$ cat config.mk
export PLATFORM = sky130hd
export DESIGN_NAME = sobel_sqrt
export DESIGN_NICKNAME = d
export VERILOG_FILES = /design/src/rtl/sobel_pkg.sv /design/src/rtl/sobel_sqrt.sv
export SDC_FILE = /design/constraint.sdc
export NUM_CORES = 1
export LEC_CHECK = 0
export ABC_AREA = 1
export BUFFER_PORTS_ARGS = -buffer_cell sky130_fd_sc_hd__buf_2
export CAP_MARGIN = 20
export CORE_MARGIN = 2
export CORE_UTILIZATION = 40
export CTS_CLUSTER_SIZE = 40
export DETAILED_ROUTE_END_ITERATION = 10
export SLEW_MARGIN = 20
export SYNTH_ARGS = -nofsm -noshare
export SYNTH_HDL_FRONTEND = slang
export SYNTH_SLANG_ARGS = --single-unit
$ cat constraint.sdc
create_clock -name i_clk -period 14.1 [get_ports i_clk]
set_clock_uncertainty 0.15 [all_clocks]
set_input_delay 1.41 -clock i_clk [delete_from_list [all_inputs] [get_ports i_clk]]
set_output_delay 1.41 -clock i_clk [all_outputs]
set_load 0.02 [all_outputs]
$ cat src/rtl/sobel_pkg.sv
`timescale 1ns / 1ps
// ----------------------------------------------------------------------------
// sobel_pkg
// Shared widths, constants and types of the Sobel edge magnitude block.
// ----------------------------------------------------------------------------
package sobel_pkg;

    // field widths
    localparam int PIX_W   = 8;   // color and intensity
    localparam int CFG_W   = 13;  // image width register
    localparam int POS_W   = 12;  // row and column fields
    localparam int GRAD_W  = 11;  // signed gradient, |g| <= 1020
    localparam int SQ_W    = 21;  // one squared gradient
    localparam int ROOT_W  = 8;   // magnitude
    localparam int RAD_W   = 16;  // radicand below saturation
    localparam int LINE_W  = 2 * PIX_W;  // upper and middle row per column
    localparam int SUM_W   = 10;  // r + g + b

    // image geometry
    localparam int MIN_WIDTH = 3;
    localparam int DEF_WIDTH = 640;
    localparam int BORDER    = 2;  // first position that completes an inner center
    localparam logic [POS_W-1:0] ROW_MAX = {POS_W{1'b1}};

    // divide by three: floor(s / 3) == (s * 683) >> 11 for s <= 765
    localparam logic [SUM_W-1:0] RECIP3    = 10'd683;
    localparam int               RECIP3_SH = 11;

    // position and flag of one center as it travels down the pipeline
    typedef struct packed {
        logic             emit;
        logic [POS_W-1:0] row;
        logic [POS_W-1:0] col;
    } t_tag;

endpackage

$ cat src/rtl/sobel_sqrt.sv
`timescale 1ns / 1ps
// ----------------------------------------------------------------------------
// sobel_sqrt
// Squares, sums and takes the saturated integer square root, one bit a stage.
// ----------------------------------------------------------------------------
module sobel_sqrt import sobel_pkg::*; (
    input  logic                     i_clk,
    input  logic                     i_rst_n,
    input  logic                     i_en,
    input  logic                     i_vld,
    input  t_tag                     i_tag,
    input  logic signed [GRAD_W-1:0] i_gx,
    input  logic signed [GRAD_W-1:0] i_gy,
    output logic                     o_vld,
    output t_tag                     o_tag,
    output logic [ROOT_W-1:0]        o_root
);

    logic signed [2*GRAD_W-1:0] px;
    logic signed [2*GRAD_W-1:0] py;
    logic [SQ_W-1:0]            r_sqx;
    logic [SQ_W-1:0]            r_sqy;
    logic                       r_sq_vld;
    t_tag                       r_sq_tag;
    logic [SQ_W:0]              energy;

    // digit stages, entry 0 is loaded by the sum stage
    logic                       r_vld  [ROOT_W+1];
    t_tag                       r_tag  [ROOT_W+1];
    logic [RAD_W-1:0]           r_v    [ROOT_W+1];
    logic                       r_sat  [ROOT_W+1];
    logic [ROOT_W-1:0]          r_root [ROOT_W+1];
    logic [RAD_W-1:0]           r_sq   [ROOT_W+1];

    assign px     = i_gx * i_gx;
    assign py     = i_gy * i_gy;
    assign energy = {1'b0, r_sqx} + {1'b0, r_sqy};

    // square stage
    always_ff @(posedge i_clk) begin
        if (!i_rst_n) begin
            r_sq_vld <= 1'b0;
        end else if (i_en) begin
            r_sq_vld <= i_vld;
        end
    end

    always_ff @(posedge i_clk) begin
        if (i_en) begin
            r_sqx    <= px[SQ_W-1:0];
            r_sqy    <= py[SQ_W-1:0];
            r_sq_tag <= i_tag;
        end
    end

    // sum stage, energy at or above 2^16 saturates the root
    always_ff @(posedge i_clk) begin
        if (!i_rst_n) begin
            r_vld[0] <= 1'b0;
        end else if (i_en) begin
            r_vld[0] <= r_sq_vld;
        end
    end

    always_ff @(posedge i_clk) begin
        if (i_en) begin
            r_tag[0]  <= r_sq_tag;
            r_v[0]    <= energy[RAD_W-1:0];
            r_sat[0]  <= |energy[SQ_W:RAD_W];
            r_root[0] <= '0;
            r_sq[0]   <= '0;
        end
    end

    // one root bit per stage: (root + 2^b)^2 = sq + root * 2^(b+1) + 4^b
    for (genvar k = 0; k < ROOT_W; k++) begin : g_digit
        localparam int B = ROOT_W - 1 - k;
        logic [RAD_W:0] cand;
        logic           take;

        assign cand = {1'b0, r_sq[k]} + ((RAD_W+1)'(r_root[k]) << (B + 1))
                      + ((RAD_W+1)'(1) << (2 * B));
        assign take = cand <= {1'b0, r_v[k]};

        always_ff @(posedge i_clk) begin
            if (!i_rst_n) begin
                r_vld[k+1] <= 1'b0;
            end else if (i_en) begin
                r_vld[k+1] <= r_vld[k];
            end
        end

        always_ff @(posedge i_clk) begin
            if (i_en) begin
                r_tag[k+1] <= r_tag[k];
                r_v[k+1]   <= r_v[k];
                r_sat[k+1] <= r_sat[k];
                if (take) begin
                    r_root[k+1] <= r_root[k] | (ROOT_W'(1) << B);
                    r_sq[k+1]   <= cand[RAD_W-1:0];
                end else begin
                    r_root[k+1] <= r_root[k];
                    r_sq[k+1]   <= r_sq[k];
                end
            end
        end
    end

    // last stage is the output register
    assign o_vld  = r_vld[ROOT_W];
    assign o_tag  = r_tag[ROOT_W];
    assign o_root = r_sat[ROOT_W] ? {ROOT_W{1'b1}} : r_root[ROOT_W];

endmodule

==> results of run 1 <==
[layout make-up]
| cell class | count | area, um^2 | share of cell area [%] |
|---|---|---|---|
| inverter | 538 | 2020 | 6.25 |
| clock buffer | 65 | 1410 | 4.38 |
| multi-input combinational | 1308 | 11100 | 34.4 |
| sequential | 522 | 15700 | 48.5 |
| tap | 950 | 1190 | 3.68 |
| timing repair buffer | 88 | 485 | 1.50 |
| clock inverter | 37 | 420 | 1.30 |
[worst paths after layout]
kind                                          endpoint  slack [ns]  cells past startpoint
worst max-delay path               r_sqy[17]$_DFFE_PP_        8.04                     19
worst min-delay path            r_tag[6][13]$_DFFE_PP_        0.25                      0
worst max register to register    r_sq[7][8]$_DFFE_PP_       10.18                     19
worst min register to register  r_tag[6][13]$_DFFE_PP_        0.25                      0
[per-stage QoR]
| stage | hold WS (ns) | worst slack (ns) | instance area (um^2) | std cells | utilization (%) |
|---|---|---|---|---|---|
| 3_5_place_dp | 0.255 | 7.43 | 30500 | 3406 | 42.6 |
| 5_1_grt | 0.254 | 7.80 | 32300 | 3508 | 45.1 |
| 6_report | 0.248 | 8.04 | 32300 | 3508 | 45.1 |
| 2_1_floorplan | 0.250 | 7.86 | 29000 | 2410 | - |
| 3_3_place_gp | 0.250 | 7.53 | 30500 | 3406 | 42.6 |
| 4_1_cts | 0.241 | 8.07 | 32300 | 3508 | 45.1 |
[layout by cell type, fill, tap and decap left out, types with 4 or more instances in the layout]
cell and n:
xor2_1 71, o21ai_1 7, clkinv_2 13, buf_2 83, a31oi_1 10, nor4_1 14
a21o_1 9, clkbuf_1 10, nand3_1 67, a21oi_1 84, clkinv_1 10, nand3_2 5
nand4_1 58, or2_2 14, fa_1 199, o21bai_1 6, o211ai_1 4, a31o_2 4
nor2_1 85, nor3_1 15, nand2_1 369, bufinv_16 6, xnor2_1 33, o21ai_0 27
inv_1 535, clkbuf_16 55, edfxtp_1 520, ha_1 188
[per-layer routing]
metal,share of wire (%),up-vias
li1,-,8115
met1,40,8002
met2,54,204
met3,2.9,94
met4,2.7,0
met5,0,-
[power groups by stage]
stage	Sequential [W]	Clock, W	Combinational [W]
4_1_cts	0.00226	0.00148	0.00316
2_1_floorplan	0.00224	0	0.00245
6_report	0.00225	0.00142	0.00313
3_3_place_gp	0.00229	0	0.00308
5_1_grt	0.00228	0.00153	0.00363
3_5_place_dp	0.00229	0	0.00315
[worst max-delay path: cells and delay by family]
family / cells / cell delay, ns
xor gates and xnor gates: 1 / 0.14
adders and majority gates: 6 / 3.00
buffers and inverters: 5 / 0.52
AOI/OAI and AO/OA: 2 / 0.48
and+or+nand+nor: 5 / 0.72
[cells in the mapped netlist (all sizes together) (9+ instances only)]
master,instances,share of area [%]
o21ai,35,0.64
nor4,14,0.30
nor2,88,1.2
nand3,75,1.5
nand4,59,1.3
ha,188,8.1
clkbuf,36,0.47
nand2,372,4.9
inv,538,7.0
xnor2,33,1.0
xor2,71,2.1
nor3,16,0.29
a31oi,10,0.22
or2,14,0.30
a21o,9,0.23
fa,199,14
edfxtp,520,54
a21oi,86,1.5
[flip-flops by register name, indices dropped and copies added, names as in the netlist]
name      count
r_sqy        20
r_sat         9
r_sq_tag     25
r_sq         49
r_v         128
r_tag       225
r_sq_vld      1
r_sqx        20
r_vld         9
r_root       36
[kinds of logic after synthesis]
group | count (synthesis) | synth area share, %
xor+xnor | 104 | 3.14
buf+inv | 580 | 7.58
compound gates | 170 | 3.41
flops | 522 | 54.0
fa+ha+maj | 387 | 21.9
simple gates | 646 | 9.94
mux | 1 | 0.0389
==> results summary, run 1 <==
The flow ran to the end, and the final reports show no timing, DRC or antenna violations. The final weighted congestion of routability-driven global placement came out at 0.876. The largest fanout of any net on the critical path is 13. The layout filler cell count came out at 6543.

The sequential fraction of design power is 33.1%. The total routing resource utilization after global routing came out at 13.6%. Of the available clock period, the critical path in the final layout requires 42.9%.

Counting flops and latches in the post-synthesis netlist gives 522. The number of unique standard cell types used by synthesis came out at 47. The largest net degree at the start of global routing is 177. The floorplan die area is 74600 um^2.

Traced cell by cell, the critical path runs through buf_2 > inv_2 > or2_2 > fa_1 > inv_1 > fa_1 > fa_1 > fa_1 > inv_1 > fa_1 > inv_1 > ha_1 > a21oi_1 > nor2_1 > a211oi_1 > nand3_1 > nand3_1 > nand2_1 > xor2_1. Among all flip-flop cells after synthesis, the most frequent one is edfxtp_1. The violation count after the first detailed-route iteration is 891. The switching power of the nets came out at 0.00262 W. At the pin with the least slew margin, the transition time is 0.941 ns. The category of the critical setup timing path is in2reg.

Clock tree synthesis found a total of 522 sinks. In the routed layout, each cell is associated on average with a via count of 4.68. The signal arrival time at the worst endpoint came out at 6.25 ns. The number of nets handed over by synthesis was 2848. STA classifies the critical path endpoint as a register. The number of setup buffers added after CTS came out at 0. The beginning of the worst hold path is r_tag[5][13]$_DFFE_PP_. The number of synthesized flops with an enable pin came out at 520. The global-route met1 utilization came out at 15.6%. The total CTS buffers is 55. The worst relative slew slack is 37.3%. The total congestion overflow after global routing is 0. The power share of the clock group is 20.9%. Across the run, the number of max-cap violations was 0. The fraction of met3 tracks used by global routing came out at 2.23%. The number of H-tree branching levels is 2. The clock-pin slew on the worst setup and hold paths is 0.06 ns. The total standard cell area after synthesis came out at 29000 um^2. The tree is rooted in a clkbuf_16. Timing would allow up to 165 MHz. The final number of max-transition violations came out at 0. The analysis attributes to cell leakage a power of 14.4 nW. After synthesis, the mean cell area works out to 12.0 um^2.

The initial antenna violation count was 0. The height of the chip is 273 um. TritonCTS built the clock tree. The count of input and output buffers came out at 84. Summing the sequential cell areas from Yosys gives 54.0% of the chip area.

The nature of the critical path startpoint is an input pin. In this run the worst setup path begins at i_gy[10]. The proportion of register bits with asynchronous set or reset after synthesis came out at 0%. The cell repeated most along the worst path is fa_1. The detailed-placement wirelength estimate came out at 36900 um. The internal power of the cells totals 0.00418 W. The first-pass GRT wire length is 83100 um.

The minimum period implied by the final worst setup slack is 6.06 ns. The number of nets at the end of the flow came out at 2951. The post-route antenna net violation count came out at 0. 85 I/O pins were placed. The power share of the combinational group is 45.9%. The overall via count from detail_route is 16400.

The total routed wirelength is 48800 um. The post-cts repair resize count is 0. Setup total negative slack on the finished layout was measured at 0 ns. The data required time of the worst path came out at 14.30 ns. The via count of the first global-routing pass came to 17500. The largest buffer count on any clock path is 3. The number of warnings reported in the yosys synthesis log came out at 0.

The switching power share of the total came out at 38.5%. The pre-antenna-repair detailed-routing pass consisted of 5 iterations. The clock latency reported for the late side of the worst-skew pair is 0.62 ns. The post-route netlist has 8.25% of its cells at a drive strength greater than 1. The hold violation total from the final report is 0.

The total power of the final layout is 0.00681 W. The global-route met2 utilization came out at 25.7%. Dividing total power by cell area gives a power density of 211 nW/um^2.

The initialized floorplan defines 98 standard-cell rows. The worst-case IR drop observed on VDD is 148 uV. The tightest min-delay check is of the reg2reg type. The synthesized netlist cell count is 2410.

The post-route DRC violation count came out at 0. The chip width is 273 um. The area of the core is 71600 um^2. The number of antenna cells inserted came out at 0. The number of buffers inserted by hold repair at cts is 0. Setup repair after global routing left no endpoint under its margin. The initial core utilization is 40.5%. Among all stages on the critical path, the largest delay is contributed by fa_1. The number of setup violations in the final report is 0. The area added between synthesis and finish came out at 11.5%. The highest-utilization routing layer at the global route stage is met2. In this run the critical register-to-register path is launched from r_root[6][4]$_DFFE_PP_.

For this run, the slowest stage of the critical path takes 0.55 ns. The routed wire length per instance is 13.9 um.
No activity file was read; power rests on OpenSTA's default activity.
==> run 2, diff against run 1 <==
--- a/config.mk
+++ b/config.mk
@@ -5,7 +5,7 @@
 export SDC_FILE = /design/constraint.sdc
 export NUM_CORES = 1
 export LEC_CHECK = 0
-export ABC_AREA = 1
+export ABC_AREA = 0
 export BUFFER_PORTS_ARGS = -buffer_cell sky130_fd_sc_hd__buf_2
 export CAP_MARGIN = 20
 export CORE_MARGIN = 2
==> constraint.sdc (replaced) <==
create_clock -name i_clk -period 5.5 [get_ports i_clk]
set_clock_uncertainty 0.15 [all_clocks]
set_input_delay 0.55 -clock i_clk [delete_from_list [all_inputs] [get_ports i_clk]]
set_output_delay 0.55 -clock i_clk [all_outputs]
set_load 0.02 [all_outputs]
==> results summary, run 2 <==
Counting every sink on the clock net gives 522. The endpoint of the lowest-slack register-to-register path is r_sq[6][10]$_DFFE_PP_. The initial antenna violation count was 0.

The area share of xor/xnor cells in the synthesized design came out at 3.56%. The mux share of post-synthesis cell area is 0.855%. Summing the areas of all fa, ha and maj instances in the mapped netlist gives 22.4% of the synthesized area. Ranked by flip-flop count, first place goes to r_tag.

The largest net degree at the start of global routing is 115. Setup repair after global routing left no endpoint under its margin. Measured in cells, the most critical reg-to-reg path has a length of 16. The number of buffers inserted by hold repair at cts is 22. The violation count after the first detailed-route iteration is 662.

Leaving out fill and tap cells, the most frequent cell in the layout is edfxtp_1. In the layout the commonest cells are 520 x edfxtp_1, 372 x inv_1, 198 x fa_1. The number of primary I/O pins is 85.

The hold violation total from the final report is 0. The layout filler cell count came out at 6247. The switching power of the nets is 0.00571 W. The number of warnings reported in the yosys synthesis log is 0. CTS placed an instance of clkbuf_16 at the clock tree root. The initial utilization of the core area, before any placement, comes to 40.4%. By area, the combinational part of the netlist is dominated by adder cells. The total routed wirelength came out at 46000 um. The clock-pin slew on the worst setup and hold paths came out at 0.06 ns. The core region is 70000 um^2. The power density over cell area came out at 516 nW/um^2.

The synthesized design spends more area on one cell type than any other, namely edfxtp_1. The count of input and output buffers is 84. The height of the chip is 270 um. The primary flip-flop cell chosen by synthesis mapping is edfxtp_1. TritonCTS built the clock tree. The share of total power dissipated in the clock network is 20.0%. The worst setup path is captured at a register. The later pin in the worst-skew pair is clocked with a latency of 0.61 ns. The final number of max-transition violations came out at 0. The synthesized area divided by synthesized cell count came out at 13.8 um^2.

In this run the deepest clock path goes through 3 buffers. The chip width came out at 270 um. The detail route stage leaves a number of antenna-violating nets equal to 0. The power share of the combinational group is 45.9%. At the pin with the least slew margin, the transition time is 1.04 ns. The cell-internal power is 0.0110 W. The dominant cell by count in the synthesized netlist is edfxtp_1. The via count of the first global-routing pass came out at 16700.

The setup TNS after final layout came out at 0 ns. The pre-CTS setup slack came out at -0.161 ns. The number of setup buffers added after CTS is 0. Synthesis produced 2053 cells. The flow ran to the end, and the final reports show no timing, DRC or antenna violations. The number of vias per cell after detailed routing is 4.68.

The ratio of final minimum period to clock period came out at 92.1%. The number of iterations in the first detailed-routing pass came out at 4. The fraction of the mapped netlist area in simple logic gates is 7.11%. The number of setup violations in the final report is 0. The compound-cell area share of the yosys netlist came out at 5.11%.

Counting every net in the synthesized netlist gives 2491. The proportion of register bits with asynchronous set or reset after synthesis came out at 0%. The proportion of synthesized chip area in sequential cells is 55.4%. The tool flagged a number of max-cap violations equal to 0. The total standard cell area after synthesis is 28300 um^2. The area added between synthesis and finish is 14.5%.

Ranked by total cell area, the synthesized netlist is headed by edfxtp_1 55%, fa_1 14%, ha_1 8.3%. Summing all non-filler instances in the final layout gives an area of 32300 um^2. The area share of the leading cell type in the synthesized netlist came out at 55.3%. The largest fanout of any net on the critical path is 8. The number of unique standard cell types used by synthesis is 74. The worst register-to-register path begins at r_sq[5][8]$_DFFE_PP_. The static leakage came out at 13.5 nW.

After detailed routing, the average wire length per cell comes to 14.1 um. The switching power share of the total is 34.3%. The instance area at placement is 30500 um^2. The number of nets at the end of the flow came out at 2713. The total congestion overflow after global routing came out at 0.

The flip-flop and latch count after synthesis is 522. The data required time of the worst path is 5.71 ns. The total routing resource utilization after global routing is 13.1%. The register-to-register path setup slack came out at 1.09 ns. IR analysis of the VDD net gives a maximum drop of 385 uV.

The first global-routing pass estimated 79000 um of wire. The detailed-placement wirelength estimate is 35000 um. The number of H-tree branching levels is 2. The setup path with the least slack is of type in2reg.

After floorplanning, the core was divided into 97 placement rows. The floorplan step defined a die boundary enclosing 72800 um^2. In the routed design, unresolved DRC markers number 0.

Counting instances in the post-synthesis netlist gives the leading cell types as 520 x edfxtp_1, 372 x inv_1, 199 x fa_1. Cells with a size suffix above 1 make up 12.4% of the layout. The signal arrival time at the worst endpoint came out at 5.28 ns. The worst setup path is launched from an input pin. In this run the tightest slew margin relative to its limit is 30.9%. The tightest min-delay check is of the in2reg type.

The total CTS buffers came out at 53. At the end of routability-driven placement, the weighted congestion stood at 0.865. The worst path in the final design needs a cycle of 5.07 ns, including I/O delays and setup.

The number of antenna cells inserted is 0. The most critical setup path has its endpoint at r_sqx[20]$_DFFE_PP_. The largest registers in the layout are r_tag (225), r_v (128), r_sq (49).

The post-cts repair resize count came out at 0. The least setup slack across all paths after layout came out at 0.434 ns. The overall via count from detail_route is 15200.

The number of synthesized flops with an enable pin came out at 520. The number of flip-flops under the largest register name is 225. The first element of the critical path is i_gx[3]. The maximum achievable frequency is 197 MHz. The sequential fraction of design power came out at 34.0%.
-- run 2: changes by cell type in the layout (fill, tap and decap cells not counted), sizes merged, moves of 22 or more --
| cell | change |
|---|---|
| nand2 | -276 |
| inv | -164 |
| buf | +98 |
| and2 | +65 |
| nand4 | -53 |
| xnor2 | +50 |
| nand3 | -45 |
| xor2 | -40 |
| nor2 | -35 |
| nor2b | +31 |
| a21oi | -30 |
| and3 | +22 |
| dlygate4sd3 | +22 |
-- run 2: worst min-delay path by stage --
stage / start / endpoint / cells past startpoint
floorplan: r_sat[0][0]$_DFFE_PP_ / r_sat[0][1]$_DFFE_PP_ / 0
global placement: r_tag[6][9]$_DFFE_PP_ / r_tag[7][9]$_DFFE_PP_ / 0
detailed placement: r_sq_tag[4]$_DFFE_PP_ / r_tag[0][4]$_DFFE_PP_ / 0
CTS: i_tag[13] / r_sq_tag[13]$_DFFE_PP_ / 1
global route: i_tag[23] / r_sq_tag[23]$_DFFE_PP_ / 1
finish: i_tag[13] / r_sq_tag[13]$_DFFE_PP_ / 1
-- run 2: routing by layer --
metal  global-route usage [%]  part of all wire, %  wire, um  vias up
li1                         -                    -         -     7456
met1                     14.8                   40     18200     7538
met2                     25.4                   55     25500      145
met3                     1.76                  2.3      1070       91
met4                     4.37                  2.6      1220        0
met5                        0                    0         0        -
-- run 2: area by class of cell --
cell class              instances  area, um^2  share of cell area [%]
multi-input cells            1116       11000                    34.1
well taps                     940        1180                    3.64
flip-flops and latches        522       15700                    48.4
inverters                     374        1410                    4.36
clock inverters                25         241                   0.747
repair buffers                208        1440                    4.46
clock buffers                  69        1390                    4.29
-- run 2: critical path, stage by stage --
cell	delay [ns]
buf_2	0.17
and2_1	0.18
inv_1	0.06
fa_1	0.47
fa_1	0.52
inv_1	0.04
ha_1	0.31
fa_1	0.54
inv_1	0.06
fa_1	0.53
inv_1	0.04
ha_1	0.28
o21a_1	0.14
o31ai_1	0.10
a2111oi_1	0.44
buf_4	0.19
nor2_1	0.04
a21o_1	0.18
o2111ai_1	0.19
a21oi_1	0.10
xnor2_1	0.12
-- run 2: through the flow --
step	util [%]	power (W)	std cells	hold slack, ns
after floorplan	-	0.0114	2053	0.250
after global placement	43.6	0.0133	3138	0.250
after detailed placement	43.6	0.0135	3138	0.255
after CTS	46.2	0.0170	3254	0.0000221
after global routing	46.2	0.0182	3254	0.0104
final	46.2	0.0167	3254	0.0312
-- run 2: power groups by stage --
stage | sequential [W] | combinational (W) | clock [W]
global placement | 0.00575 | 0.00757 | 0
CTS | 0.00569 | 0.00781 | 0.00347
finish | 0.00568 | 0.00766 | 0.00334
global route | 0.00574 | 0.00888 | 0.00362
detailed placement | 0.00577 | 0.00775 | 0
floorplan | 0.00565 | 0.00572 | 0
-- run 2: cells by family after synthesis --
group	after synthesis
adder cells (fa/ha/maj)	387
XOR/XNOR	114
AO/OA/AOI/OAI	212
AND/OR/NAND/NOR	382
flip-flops	522
multiplexers	21
buffers and inverters	415
