**config.mk**
```make
export PLATFORM = sky130hd
export DESIGN_NAME = sobel_window
export DESIGN_NICKNAME = d
export VERILOG_FILES = /design/src/rtl/sobel_pkg.sv /design/src/rtl/sobel_window.sv
export SDC_FILE = /design/constraint.sdc
export NUM_CORES = 1
export LEC_CHECK = 0
export ABC_CLOCK_PERIOD_IN_PS = 3960
export BUFFER_PORTS_ARGS = -buffer_cell sky130_fd_sc_hd__buf_2
export CAP_MARGIN = 20
export CORE_MARGIN = 1
export CORE_UTILIZATION = 50
export CTS_BUF_LIST = sky130_fd_sc_hd__clkbuf_4 sky130_fd_sc_hd__clkbuf_8 sky130_fd_sc_hd__clkbuf_16
export CTS_CLUSTER_DIAMETER = 80
export DETAILED_ROUTE_END_ITERATION = 8
export PLACE_DENSITY = 0.79
export SYNTH_ARGS = -nofsm -noshare
export SYNTH_HDL_FRONTEND = slang
export SYNTH_SLANG_ARGS = --single-unit
```
**constraint.sdc**
```tcl
create_clock -name i_clk -period 3.96 [get_ports i_clk]
set_input_delay 0.594 -clock i_clk [delete_from_list [all_inputs] [get_ports i_clk]]
set_output_delay 0.594 -clock i_clk [all_outputs]
set_load 0.03 [all_outputs]
```
**src/rtl/sobel_pkg.sv**
```systemverilog
`timescale 1ns / 1ps
// ----------------------------------------------------------------------------
// sobel_pkg
// Shared widths, constants and types of the Sobel edge magnitude block.
// ----------------------------------------------------------------------------
package sobel_pkg;

    // field widths
    localparam int PIX_W   = 8;   // color and intensity
    localparam int CFG_W   = 13;  // image width register
    localparam int POS_W   = 12;  // row and column fields
    localparam int GRAD_W  = 11;  // signed gradient, |g| <= 1020
    localparam int SQ_W    = 21;  // one squared gradient
    localparam int ROOT_W  = 8;   // magnitude
    localparam int RAD_W   = 16;  // radicand below saturation
    localparam int LINE_W  = 2 * PIX_W;  // upper and middle row per column
    localparam int SUM_W   = 10;  // r + g + b

    // image geometry
    localparam int MIN_WIDTH = 3;
    localparam int DEF_WIDTH = 640;
    localparam int BORDER    = 2;  // first position that completes an inner center
    localparam logic [POS_W-1:0] ROW_MAX = {POS_W{1'b1}};

    // divide by three: floor(s / 3) == (s * 683) >> 11 for s <= 765
    localparam logic [SUM_W-1:0] RECIP3    = 10'd683;
    localparam int               RECIP3_SH = 11;

    // position and flag of one center as it travels down the pipeline
    typedef struct packed {
        logic             emit;
        logic [POS_W-1:0] row;
        logic [POS_W-1:0] col;
    } t_tag;

endpackage

```
**src/rtl/sobel_window.sv**
```systemverilog
`timescale 1ns / 1ps
// ----------------------------------------------------------------------------
// sobel_window
// 3x3 intensity window and the registered Sobel gradients gx and gy.
// ----------------------------------------------------------------------------
module sobel_window import sobel_pkg::*; (
    input  logic                     i_clk,
    input  logic                     i_rst_n,
    input  logic                     i_en,
    input  logic                     i_vld,
    input  t_tag                     i_tag,
    input  logic [PIX_W-1:0]         i_up,
    input  logic [PIX_W-1:0]         i_mid,
    input  logic [PIX_W-1:0]         i_inten,
    output logic                     o_vld,
    output t_tag                     o_tag,
    output logic signed [GRAD_W-1:0] o_gx,
    output logic signed [GRAD_W-1:0] o_gy
);

    logic [PIX_W-1:0]         r_win [9];
    logic [PIX_W-1:0]         n_win [9];
    logic signed [GRAD_W-1:0] c [9];
    logic signed [GRAD_W-1:0] n_gx;
    logic signed [GRAD_W-1:0] n_gy;
    logic                     shift;

    assign shift = i_en && i_vld;

    // shift left one column, new column enters on the right
    always_comb begin
        for (int k = 0; k < 3; k++) begin
            n_win[3*k]     = r_win[3*k + 1];
            n_win[3*k + 1] = r_win[3*k + 2];
        end
        n_win[2] = i_up;
        n_win[5] = i_mid;
        n_win[8] = i_inten;
    end

    // gradients over the updated window
    always_comb begin
        for (int k = 0; k < 9; k++) begin
            c[k] = signed'({{(GRAD_W-PIX_W){1'b0}}, n_win[k]});
        end
        n_gx = (c[2] - c[0]) + ((c[5] - c[3]) <<< 1) + (c[8] - c[6]);
        n_gy = (c[6] - c[0]) + ((c[7] - c[1]) <<< 1) + (c[8] - c[2]);
    end

    // window cells
    always_ff @(posedge i_clk) begin
        if (!i_rst_n) begin
            for (int k = 0; k < 9; k++) begin
                r_win[k] <= '0;
            end
        end else if (shift) begin
            r_win <= n_win;
        end
    end

    // valid of the gradient stage, only centers that are emitted
    always_ff @(posedge i_clk) begin
        if (!i_rst_n) begin
            o_vld <= 1'b0;
        end else if (i_en) begin
            o_vld <= i_vld && i_tag.emit;
        end
    end

    // gradient payload
    always_ff @(posedge i_clk) begin
        if (i_en) begin
            o_gx  <= n_gx;
            o_gy  <= n_gy;
            o_tag <= i_tag;
        end
    end

endmodule

```
==> metrics list, run 1 <==
* Hold buffer count at CTS: 0
* Clock net sink count: 96
* EDFF count, synth: 47
* Timing-limited maximum frequency: 0.272 GHz
- The final layout contains 928 nets.
- The complex-gate fraction of the synthesized area is 0.145.
- Crit path setup slack, layout: 0.284 ns
* Buffer levels on the longest clock path: 2
* Overall die area: 0.0134 mm2
- Of the cells placed in the final design, the portion with a size suffix greater than 1 is 0.173.
- Power density of the placed cells: 509 mW/mm2
- Highest cell delay on the worst timing path: 0.54 ns
- At the placement stage, the worst setup path has a slack of -0.0191 ns.
- The flow ran to the end, and the final reports show no timing, DRC or antenna violations.
- Via density: 5.00
- Insertion delay of the later-clocked pin in the worst-skew pair: 0.35 ns
- Portion of the clock cycle consumed by the worst path in the final layout: 0.928
* Initial cell density of the core: 0.512
* Largest cells by area after synthesis: sky130_fd_sc_hd__edfxtp_1, sky130_fd_sc_hd__dfxtp_1, sky130_fd_sc_hd__ha_1
- At the end of routability-driven placement, the weighted congestion stood at 0.848.
* Portion of synthesized cell area occupied by the leading cell type: 0.218
- For this run, design rule violations remaining after detail routing come to 0.
* Relative slew margins: 0.508
- The analysis attributes to cell leakage a power of 3.26 nW.
* Die Span X: 116 um
- TritonCTS built the clock tree.
* Worst-case clock skew: 0.00528 ns
- Postcts setup bufs: 0
* Post-Syn Area: 0.00646 mm2
* WP data required: 4.06 ns
- The slowest stage of the critical path belongs to the cell sky130_fd_sc_hd__fa_1.
- In this run the worst path has a maximum fanout of 4.
- Sequential cell area fraction in the yosys report: 0.370
* Mean instance size in the synthesized netlist: 9.55 um2
* Library cells used by synthesis: 42
- The floorplan has 41 rows.
* Root Buffer: sky130_fd_sc_hd__clkbuf_16
- Of the total synthesized cell area, the portion taken by AND, OR, NAND and NOR gates is 0.136.
- Final setup fails: 0
* Detailed Route Iter0 Violations: 284
- The worst setup path is launched from a register.
* I/O Pins: 101
* Routed wire per std cell: 12.9 um
- Max H-tree Level: 3
- The worst setup path is of the reg -> reg kind.
* Total clock buffers created by CTS: 9
* Total of max-cap violations: 0
* Leading area contributor after synthesis: sky130_fd_sc_hd__edfxtp_1
- In this run the remaining antenna-violating nets after routing total 0.
- Unrepaired setup endpoints after global routing: false
* Number of search-and-repair iterations in the first detailed-routing pass: 4
* Pin count of the biggest net entering global routing: 50
- For this run, the number of Yosys warnings is 0.
- The initial antenna violation count was 0.
- In this run the tool buffered the top-level ports with 100 buffer cells.
* Xor/xnor share of the synthesized area: 0.0732
- Wire length of the first global-routing pass: 20400 um
- Tot Pwr: 0.00380 W
- Element type at the critical path end: register
- Clock period minus final worst setup slack: 3.68 ns
* Placed wire-length estimate after detailed placement: 9490 um
- Synthesized net count: 824
- For this block, the routed nets add up to 12400 um of wire.
* Mapped Cells: 677
- Fill count: 1155
* Die outline height: 116 um
- Synthesis-to-finish area growth: 15.6%
- Standard cell core area: 0.0126 mm2
* Dominant combinational cell family by area after synthesis: adder cells
* Leftover overflow at the end of global routing: 0
- Arrival time of the worst setup path: 3.77 ns
- After clock tree synthesis, the clock-pin slew on the worst setup and hold paths is 0.06 ns.
- The tightest min-delay check is of the in -> reg type.
- The final count of pins violating max slew is 0.
* Async set or reset register ratio after synthesis: 0
- Via count of the routed design: 4792
- Worst VDD drop: 222 uV
- The number of global-route vias before repair came to 4437.
- At the pin with the least slew margin, the transition time is 0.738 ns.
- Register bit count reported by yosys: 96
- Most common flop cell mapped by yosys: sky130_fd_sc_hd__dfxtp_1
- The count of final hold-check violations was 0.
- Post-cts sizing count: 0
- Mux cell area share after synthesis: 0
- Synth Area in Adders: 0.212
- Traced cell by cell, the critical path runs through ha_1 -> inv_1 -> fa_1 -> a21o_1 -> a21oi_1 -> o21ai_1 -> nor2_1 -> xor2_1 -> fa_1 -> inv_1 -> ha_1 -> o2111ai_1 -> nand3_1 -> o41ai_2 -> xnor2_1.
- Gr usage total: 0.197
## worst max-delay path, delay by kind of cell (launching register included)
kind / cells / cell delay [ns]
AOI/OAI and AO/OA: 5 / 0.97
xor gates and xnor gates: 2 / 0.22
adders and majority gates: 4 / 1.48
buffers and inverters: 2 / 0.10
DFF: 1 / 0.37
and+or+nand+nor: 2 / 0.28
## registers in the layout, summed over array words and instances (netlist names)
| signal | flops |
|---|---|
| o_gy | 11 |
| o_gx | 11 |
| o_vld | 1 |
| o_tag | 25 |
| c | 48 |
## cells in the final DEF (no fill, tap or decap), types with 10 or more instances in the layout
cell and count:
sky130_fd_sc_hd__xor2_1 27, sky130_fd_sc_hd__fa_1 26, sky130_fd_sc_hd__edfxtp_1 47, sky130_fd_sc_hd__inv_1 92
sky130_fd_sc_hd__xnor2_1 27, sky130_fd_sc_hd__nor2b_1 10, sky130_fd_sc_hd__nor3_1 10, sky130_fd_sc_hd__nor2_1 29
sky130_fd_sc_hd__a21o_1 12, sky130_fd_sc_hd__nand2_1 116, sky130_fd_sc_hd__ha_1 68, sky130_fd_sc_hd__a21oi_1 16
sky130_fd_sc_hd__dfxtp_1 49, sky130_fd_sc_hd__buf_2 100, sky130_fd_sc_hd__a21boi_0 47, sky130_fd_sc_hd__nand3_1 15
## per-stage QoR
stage | utilization | std cells | setup TNS [ns] | hold WS (ns) | area (um2)
2_1_floorplan | - | 677 | 0 | 0.441 | 6460
3_3_place_gp | 0.569 | 942 | 0 | 0.449 | 7180
3_5_place_dp | 0.569 | 942 | -0.0247 | 0.458 | 7180
4_1_cts | 0.592 | 958 | 0 | 0.407 | 7470
5_1_grt | 0.592 | 958 | 0 | 0.406 | 7470
6_report | 0.592 | 959 | 0 | 0.414 | 7470
## kinds of logic after synthesis
logic type,after synthesis
simple gates,203
compound gates,122
buf+inv,108
xor+xnor,54
flops,96
fa+ha+maj,94
## final cells by class
type / count / area [um2] / share of cell area
repair buffers: 109 / 568 / 0.0760
flip-flops and latches: 96 / 2390 / 0.320
multi-input cells: 473 / 3660 / 0.490
well taps: 172 / 215 / 0.0288
clock buffers: 11 / 240 / 0.0321
clock inverters: 5 / 50.0 / 0.00670
diodes: 1 / 2.50 / 0.000335
inverters: 92 / 345 / 0.0462
## worst paths after layout
path	start	to	slack [ns]	cells after the start
worst max-delay path	c[88]$_SDFFE_PN0P_	o_gy[9]$_DFFE_PP_	0.28	15
worst min-delay path	i_tag[20]	o_tag[20]$_DFFE_PP_	0.41	1
worst max register to register	c[88]$_SDFFE_PN0P_	o_gy[9]$_DFFE_PP_	0.28	15
worst min register to register	c[93]$_SDFFE_PN0P_	c[93]$_SDFFE_PN0P_	0.46	2
## cells in the mapped netlist, drive strengths merged, types with 4 or more instances
master	n
clkbuf	11
nor2	29
inv	92
dfxtp	49
ha	68
xnor2	27
o2111ai	8
or2	6
fa	26
xor2	27
nand2	116
a21boi	48
and2	4
nand2b	6
a41o	4
o21ai	12
nor3	10
nor2b	10
o41ai	5
edfxtp	47
nand3	15
buf	5
a21o	12
a21oi	20
## power breakdown
| part | total [W] | switching, W | internal, W | leakage, nW |
|---|---|---|---|---|
| clock | 0.000853 | 0.000355 | 0.000498 | 0.143 |
| sequential | 0.00129 | 0.0000341 | 0.00125 | 0.858 |
| combinational | 0.00166 | 0.000958 | 0.000703 | 2.25 |
## per-layer routing
layer  up-vias  global-route usage  routed length [um]
li1       2474                   -                   -
met3        14              0.0329                 583
met1      2199               0.262                5940
met5         -                   0                   0
met2       105               0.325                5660
met4         0              0.0735                 187
No activity file was read; power rests on OpenSTA's default activity.
==> run 2, diff against run 1 <==
Settings changed: CTS_BUF_LIST sky130_fd_sc_hd__clkbuf_4 sky130_fd_sc_hd__clkbuf_8 sky130_fd_sc_hd__clkbuf_16 to not set.
==> metrics list, run 2 (same netlist as run 1, synthesis figures left out) <==
- Crit path setup slack, layout: 0.284 ns
* Static leakage: 3.25 nW
* Timing startpoint of the critical path: c[88]$_SDFFE_PN0P_
- Pin count of the biggest net entering global routing: 50
- Fraction of final layout cells sized beyond drive strength 1: 0.170
- Detail Route Antenna Nets: 0
- Number of search-and-repair iterations in the first detailed-routing pass: 4
- Remaining DRCs: 0
- The worst-case IR drop observed on VDD is 222 uV.
* Die outline height: 116 um
* Detailed Route Iter0 Violations: 284
- The number of global-route vias before repair was 4437.
- The core region is 0.0126 mm2.
* Result of the run: finished, final reports clean
- Leftover overflow at the end of global routing: 0
- Clock tree from TritonCTS: yes
- Derived from the worst setup path, the maximum achievable clock frequency is 0.272 GHz.
- Final estimated routing congestion in global placement: 0.848
- The register with the most flip-flops in the layout has 48 of them.
- 101 I/O pins were placed.
- CP top delay family: adder cells
- The net count of the finished layout is 928.
- Detailed placement ended at an HPWL of 9490 um.
* Highest cell delay on the worst timing path: 0.54 ns
- Final hold violations: 0
- Of all nets on the critical path, the largest fanout is 4.
* Total clock buffers created by CTS: 9
- The library cell used most frequently in the layout, excluding fill and tap cells, is sky130_fd_sc_hd__nand2_1.
- The startpoint identified for the worst register-to-register timing path is c[88]$_SDFFE_PN0P_.
- The final layout contains routed wiring with a total length of 12400 um.
* Unrepaired setup endpoints after global routing: false
- In this run the most critical hold path is launched from i_tag[21].
- Root Buffer: sky130_fd_sc_hd__clkbuf_16
* Type of origin of the critical path: register
* Max H-tree Level: 3
* Leading cell types in the layout, fill and taps excluded: sky130_fd_sc_hd__nand2_1, sky130_fd_sc_hd__buf_2, sky130_fd_sc_hd__inv_1
- Total of max-cap violations: 0
- The first global-routing pass estimated 20400 um of wire.
* Via density: 5.00
- At the worst endpoint, the arrival time is 3.77 ns.
- Non-filler instance count after layout: 959
- In this run the register-to-register setup slack is 0.28 ns.
- The final count of pins violating max slew came to 0.
- After detailed placement, the design holds a cell count of 942.
- Cell breakdown of the critical path: ha_1 -> inv_1 -> fa_1 -> a21o_1 -> a21oi_1 -> o21ai_1 -> nor2_1 -> xor2_1 -> fa_1 -> inv_1 -> ha_1 -> o2111ai_1 -> nand3_1 -> o41ai_2 -> xnor2_1
- Dividing total power by cell area gives a power density of 507 mW/mm2.
- Hold buffer count at CTS: 0
* Insertion delay of the later-clocked pin in the worst-skew pair: 0.35 ns
- The setup path with the least slack is of type reg -> reg.
- Counting the fill cells in the layout gives 1159.
- Clock net sink count: 96
- At the pin with the least slew margin, the transition time is 0.738 ns.
- Together, buffers and inverters on the worst path number 2.
- In the finished design, the share of the clock period the worst path needs comes to 0.928.
- Post-cts sizing count: 0
- For this configuration, the core starts out at a cell density of 0.512.
- Number of antenna violations at the first check in global routing: 0
* Setup slack at placement: -0.0191 ns
- The floorplan step set the die width to 116 um.
* Clock-pin slew of the registers on the worst-case setup and hold paths: 0.06 ns
- Across the routed clock network, the largest skew measured is 0.00477 ns.
- Postcts setup bufs: 0
* Clock period minus final worst setup slack: 3.68 ns
- For this run, the total global-route usage over all layers was measured as 0.197.
* Relative slew margins: 0.508
- Post-Route Setup TNS: 0 ns
- Dividing the detail-routed wire length by the instance count gives 12.9 um.
- Worst min-delay path endpoint: o_tag[21]$_DFFE_PP_
- Worst reg2reg path depth: 15
- Setup violations remaining at the end of the flow were counted as 0.
- Hold path depth: 1
- Slowest cell on crit path: sky130_fd_sc_hd__fa_1
- In this run the core area contains 41 standard-cell rows.
- Hold Path Class: in -> reg
* IO Port Bufs: 100
* WP data required: 4.06 ns
* Element type at the critical path end: register
- End of the worst register-to-register path: o_gy[9]$_DFFE_PP_
* Synthesis-to-finish area growth: 15.5%
- Via count of the routed design: 4794
* Buffer levels on the longest clock path: 2
- Overall die area: 0.0134 mm2
run 2: cell counts in the layout (fill, tap and decap cells not counted):
No cell type changed its count.
run 2: how the worst max path moves through the flow:
stage	slack [ns]	cells past startpoint	endpoint
6_report	0.28	15	o_gy[9]$_DFFE_PP_
5_1_grt	0.02	15	o_gy[9]$_DFFE_PP_
4_1_cts	0.26	15	o_gy[9]$_DFFE_PP_
3_5_place_dp	-0.02	16	o_gx[10]$_DFFE_PP_
3_3_place_gp	0.05	16	o_gy[10]$_DFFE_PP_
2_1_floorplan	0.32	15	o_gy[10]$_DFFE_PP_
run 2: metal layers:
layer | vias up | routed length [um] | global-route usage
met5 | - | 0 | 0
met4 | 0 | 187 | 0.0735
li1 | 2475 | - | -
met1 | 2200 | 5920 | 0.262
met3 | 14 | 583 | 0.0329
met2 | 105 | 5670 | 0.325
run 2: power breakdown:
part	switching (W)	internal [W]	total, W
combinational	0.000958	0.000703	0.00166
clock	0.000353	0.000484	0.000837
sequential	0.0000341	0.00125	0.00129
total	0.00134	0.00244	0.00378
run 2: layout make-up:
class | count | area (um2) | share of cell area
diodes | 1 | 2.50 | 0.000335
clock buffers | 11 | 233 | 0.0312
clock inverters | 5 | 50.0 | 0.00670
inverters | 92 | 345 | 0.0463
multi-input cells | 473 | 3660 | 0.490
flip-flops and latches | 96 | 2390 | 0.320
well taps | 172 | 215 | 0.0288
repair buffers | 109 | 568 | 0.0761
run 2: metrics by stage:
| step | utilization | hold slack (ns) | cell area (um2) | total power [W] |
|---|---|---|---|---|
| finish | 0.592 | 0.415 | 7460 | 0.00378 |
| floorplan | - | 0.441 | 6460 | 0.00258 |
| global placement | 0.569 | 0.449 | 7180 | 0.00295 |
| detailed placement | 0.569 | 0.458 | 7180 | 0.00298 |
| CTS | 0.591 | 0.407 | 7460 | 0.00383 |
| global route | 0.591 | 0.406 | 7460 | 0.00404 |
run 2: worst reg2reg max path, cell delays in order, from the launching register on:
cell and delay, ns:
sky130_fd_sc_hd__dfxtp_1 0.37, sky130_fd_sc_hd__ha_1 0.20, sky130_fd_sc_hd__inv_1 0.06, sky130_fd_sc_hd__fa_1 0.41, sky130_fd_sc_hd__a21o_1 0.17, sky130_fd_sc_hd__a21oi_1 0.26, sky130_fd_sc_hd__o21ai_1 0.16, sky130_fd_sc_hd__nor2_1 0.13
sky130_fd_sc_hd__xor2_1 0.12, sky130_fd_sc_hd__fa_1 0.54, sky130_fd_sc_hd__inv_1 0.04, sky130_fd_sc_hd__ha_1 0.33, sky130_fd_sc_hd__o2111ai_1 0.12, sky130_fd_sc_hd__nand3_1 0.15, sky130_fd_sc_hd__o41ai_2 0.26, sky130_fd_sc_hd__xnor2_1 0.10
==> run 3, diff against run 2 <==
Settings changed: ABC_CLOCK_PERIOD_IN_PS 3960 to 3400.
Clock period 3.96 ns to 3.4 ns, I/O delays scaled along.
==> metrics list, run 3 (same netlist as run 1, synthesis figures left out) <==
- Result of the run: finished, violations left
- Violations in the final reports: negative setup slack
- After floorplanning, the core was divided into 41 placement rows.
- VDD sags by at most 292 uV.
* Unrepaired setup endpoints after global routing: true
- Worst-case clock skew: 0.00522 ns
- 0 antenna diodes ended up in the layout.
- The smallest clock period supported by the final layout is computed as 3.40 ns.
- Area taken by multi-input logic gates: 0.00402 mm2
* Power density of the placed cells: 583 mW/mm2
- Total of max-cap violations: 0
- Relative slew margins: 0.519
- The critical path crosses 16 cells after its start point.
- Arrival time of the worst setup path: 3.51 ns
- Final-report max-slew violation count: 0
- Across all hold checks on the routed design, the worst slack comes to 0.333 ns.
- Wire length of the first global-routing pass: 22500 um
* Routed wire per std cell: 13.1 um
- The critical path in this run is classified as reg -> reg.
- The min-delay analysis places its worst path in the category in -> reg.
* Standard cell core area: 0.0126 mm2
* Worst-Margin Slew: 0.721 ns
- Dividing the detail-routed via count by the number of cells gives 5.01.
* IO Port Bufs: 100
* Number of flip-flops under the largest register name: 48
- In the layout the commonest cells are sky130_fd_sc_hd__nand2_1, sky130_fd_sc_hd__buf_2, sky130_fd_sc_hd__buf_4.
* Insertion delay of the later-clocked pin in the worst-skew pair: 0.35 ns
- Element type at the critical path end: register
- Total buffers and inverters traversed by the critical path: 2
* Most common library cell in the layout ignoring fill and taps: sky130_fd_sc_hd__nand2_1
- The kind of cell with the highest combined delay along the critical path is adder cells.
- STA puts the critical path data required time at 3.50 ns.
- For this run, the total global-route usage over all layers was measured as 0.216.
- Number of search-and-repair iterations in the first detailed-routing pass: 4
- The wire-length estimate of the detail-placed layout is 10200 um.
- The largest individual stage delay along the critical path comes from the cell sky130_fd_sc_hd__fa_1.
* Pin count of the biggest net entering global routing: 50
- For this run, the top clock speed supported by timing is 0.294 GHz.
* Max H-tree Level: 3
* Biggest fanout along the worst timing path: 3
- The count of final hold-check violations was 0.
- The routed design has 13700 um of wire.
* Detail Route Antenna Nets: 0
* Synthesis-to-finish area growth: 31.5%
- Setup violations remaining at the end of the flow were counted as 2.
* I/O Pins: 101
- Fraction of final layout cells sized beyond drive strength 1: 0.328
- Root Buffer: sky130_fd_sc_hd__clkbuf_16
- Counting instances, the worst hold path has a depth of 1.
- The critical path goes through inv_1 -> ha_4 -> fa_2 -> nor2b_1 -> o21ai_1 -> nand2b_1 -> a311oi_2 -> xor2_1 -> fa_1 -> inv_2 -> ha_4 -> a21o_1 -> a21o_1 -> a41o_1 -> a21oi_2 -> xnor2_1.
- The die covers 0.0134 mm2.
- Of the available clock period, the critical path in the final layout requires 1.00.
- The floorplan step set the die width to 116 um.
* Detailed Route Iter0 Violations: 274
- Routability-driven placement finished with a final weighted congestion of 0.853.
- Hold buffer count at CTS: 0
* Buffer levels on the longest clock path: 2
* Initial cell density of the core: 0.512
* Final #Nets: 1016
- Timing analysis after detailed placement gives a worst setup slack of -0.382 ns.
* Clock tree from TritonCTS: yes
- Fill count: 1000
- Clock net sink count: 96
- After clock tree synthesis, the clock-pin slew on the worst setup and hold paths is 0.06 ns.
- The initial antenna violation count was 0.
- Summing all flip-flop and latch instances after layout gives 0.00240 mm2.
* Die outline height: 116 um
* Highest cell delay on the worst timing path: 0.54 ns
- Via count of the routed design: 5236
* Type of origin of the critical path: register
- Remaining DRCs: 0
* Vias in the first global route: 5112
- Leftover overflow at the end of global routing: 0
- Summed over all cells, the static leakage comes to 3.72 nW.
* Worst reg2reg path depth: 16
- In this run, CTS created clock tree buffers numbering 9.
* Crit path setup slack, layout: -0.00394 ns
run 3: routing by layer:
metal | track usage | routed length (um) | vias up
li1 | - | - | 2648
met1 | 0.267 | 6320 | 2443
met2 | 0.382 | 6620 | 124
met3 | 0.0309 | 543 | 21
met4 | 0.0821 | 236 | 0
met5 | 0 | 0 | -
run 3: path summary, 6_finish.rpt:
kind / from / end / slack [ns]
worst min-delay path: i_tag[12] / o_tag[12]$_DFFE_PP_ / 0.33
worst min register to register: c[51]$_SDFFE_PN0P_ / c[51]$_SDFFE_PN0P_ / 0.46
worst max-delay path: c[11]$_SDFFE_PN0P_ / o_gy[10]$_DFFE_PP_ / -0.004
worst max register to register: c[11]$_SDFFE_PN0P_ / o_gy[10]$_DFFE_PP_ / -0.004
run 3: area by class of cell:
type	count	share of cell area
well taps	172	0.0253
flip-flops and latches	96	0.283
repair buffers	197	0.145
multi-input cells	473	0.473
clock buffers	12	0.0278
clock inverters	4	0.00544
inverters	92	0.0409
run 3: repair_timing:
item | in CTS | in global routing
buffers inserted | 9 | 3
gates cloned | 0 | 0
resized for setup | 31 | 28
endpoints found under the setup margin | 7 | 9
pin swaps | 38 | 19
endpoints found under the hold margin | 0 | 0
run 3: report_power, final:
part           internal, W  total (W)  switching, W  leakage (nW)
logic              0.00120    0.00248       0.00128          2.73
clock network     0.000567   0.000984      0.000417         0.134
registers          0.00146    0.00150     0.0000373         0.861
total              0.00322    0.00496       0.00173          3.72
run 3: worst register-to-register path, stage by stage, from the launching register on:
cell and delay, ns:
sky130_fd_sc_hd__dfxtp_2 0.33, sky130_fd_sc_hd__inv_1 0.06, sky130_fd_sc_hd__ha_4 0.16, sky130_fd_sc_hd__fa_2 0.34, sky130_fd_sc_hd__nor2b_1 0.15, sky130_fd_sc_hd__o21ai_1 0.07
sky130_fd_sc_hd__nand2b_1 0.17, sky130_fd_sc_hd__a311oi_2 0.13, sky130_fd_sc_hd__xor2_1 0.20, sky130_fd_sc_hd__fa_1 0.54, sky130_fd_sc_hd__inv_2 0.05, sky130_fd_sc_hd__ha_4 0.23
sky130_fd_sc_hd__a21o_1 0.17, sky130_fd_sc_hd__a21o_1 0.16, sky130_fd_sc_hd__a41o_1 0.20, sky130_fd_sc_hd__a21oi_2 0.13, sky130_fd_sc_hd__xnor2_1 0.07
run 3: metrics by stage:
step                total power (W)  utilization  TNS [ns]  instance area (um2)  cells
floorplan                   0.00311            -  -0.00818                 6550    677
global placement            0.00377        0.621     -1.65                 7840   1018
detailed placement          0.00381        0.621     -2.22                 7840   1018
CTS                         0.00488        0.661   -0.0119                 8340   1043
global route                0.00531        0.674    -0.520                 8500   1046
finish                      0.00496        0.674  -0.00703                 8500   1046
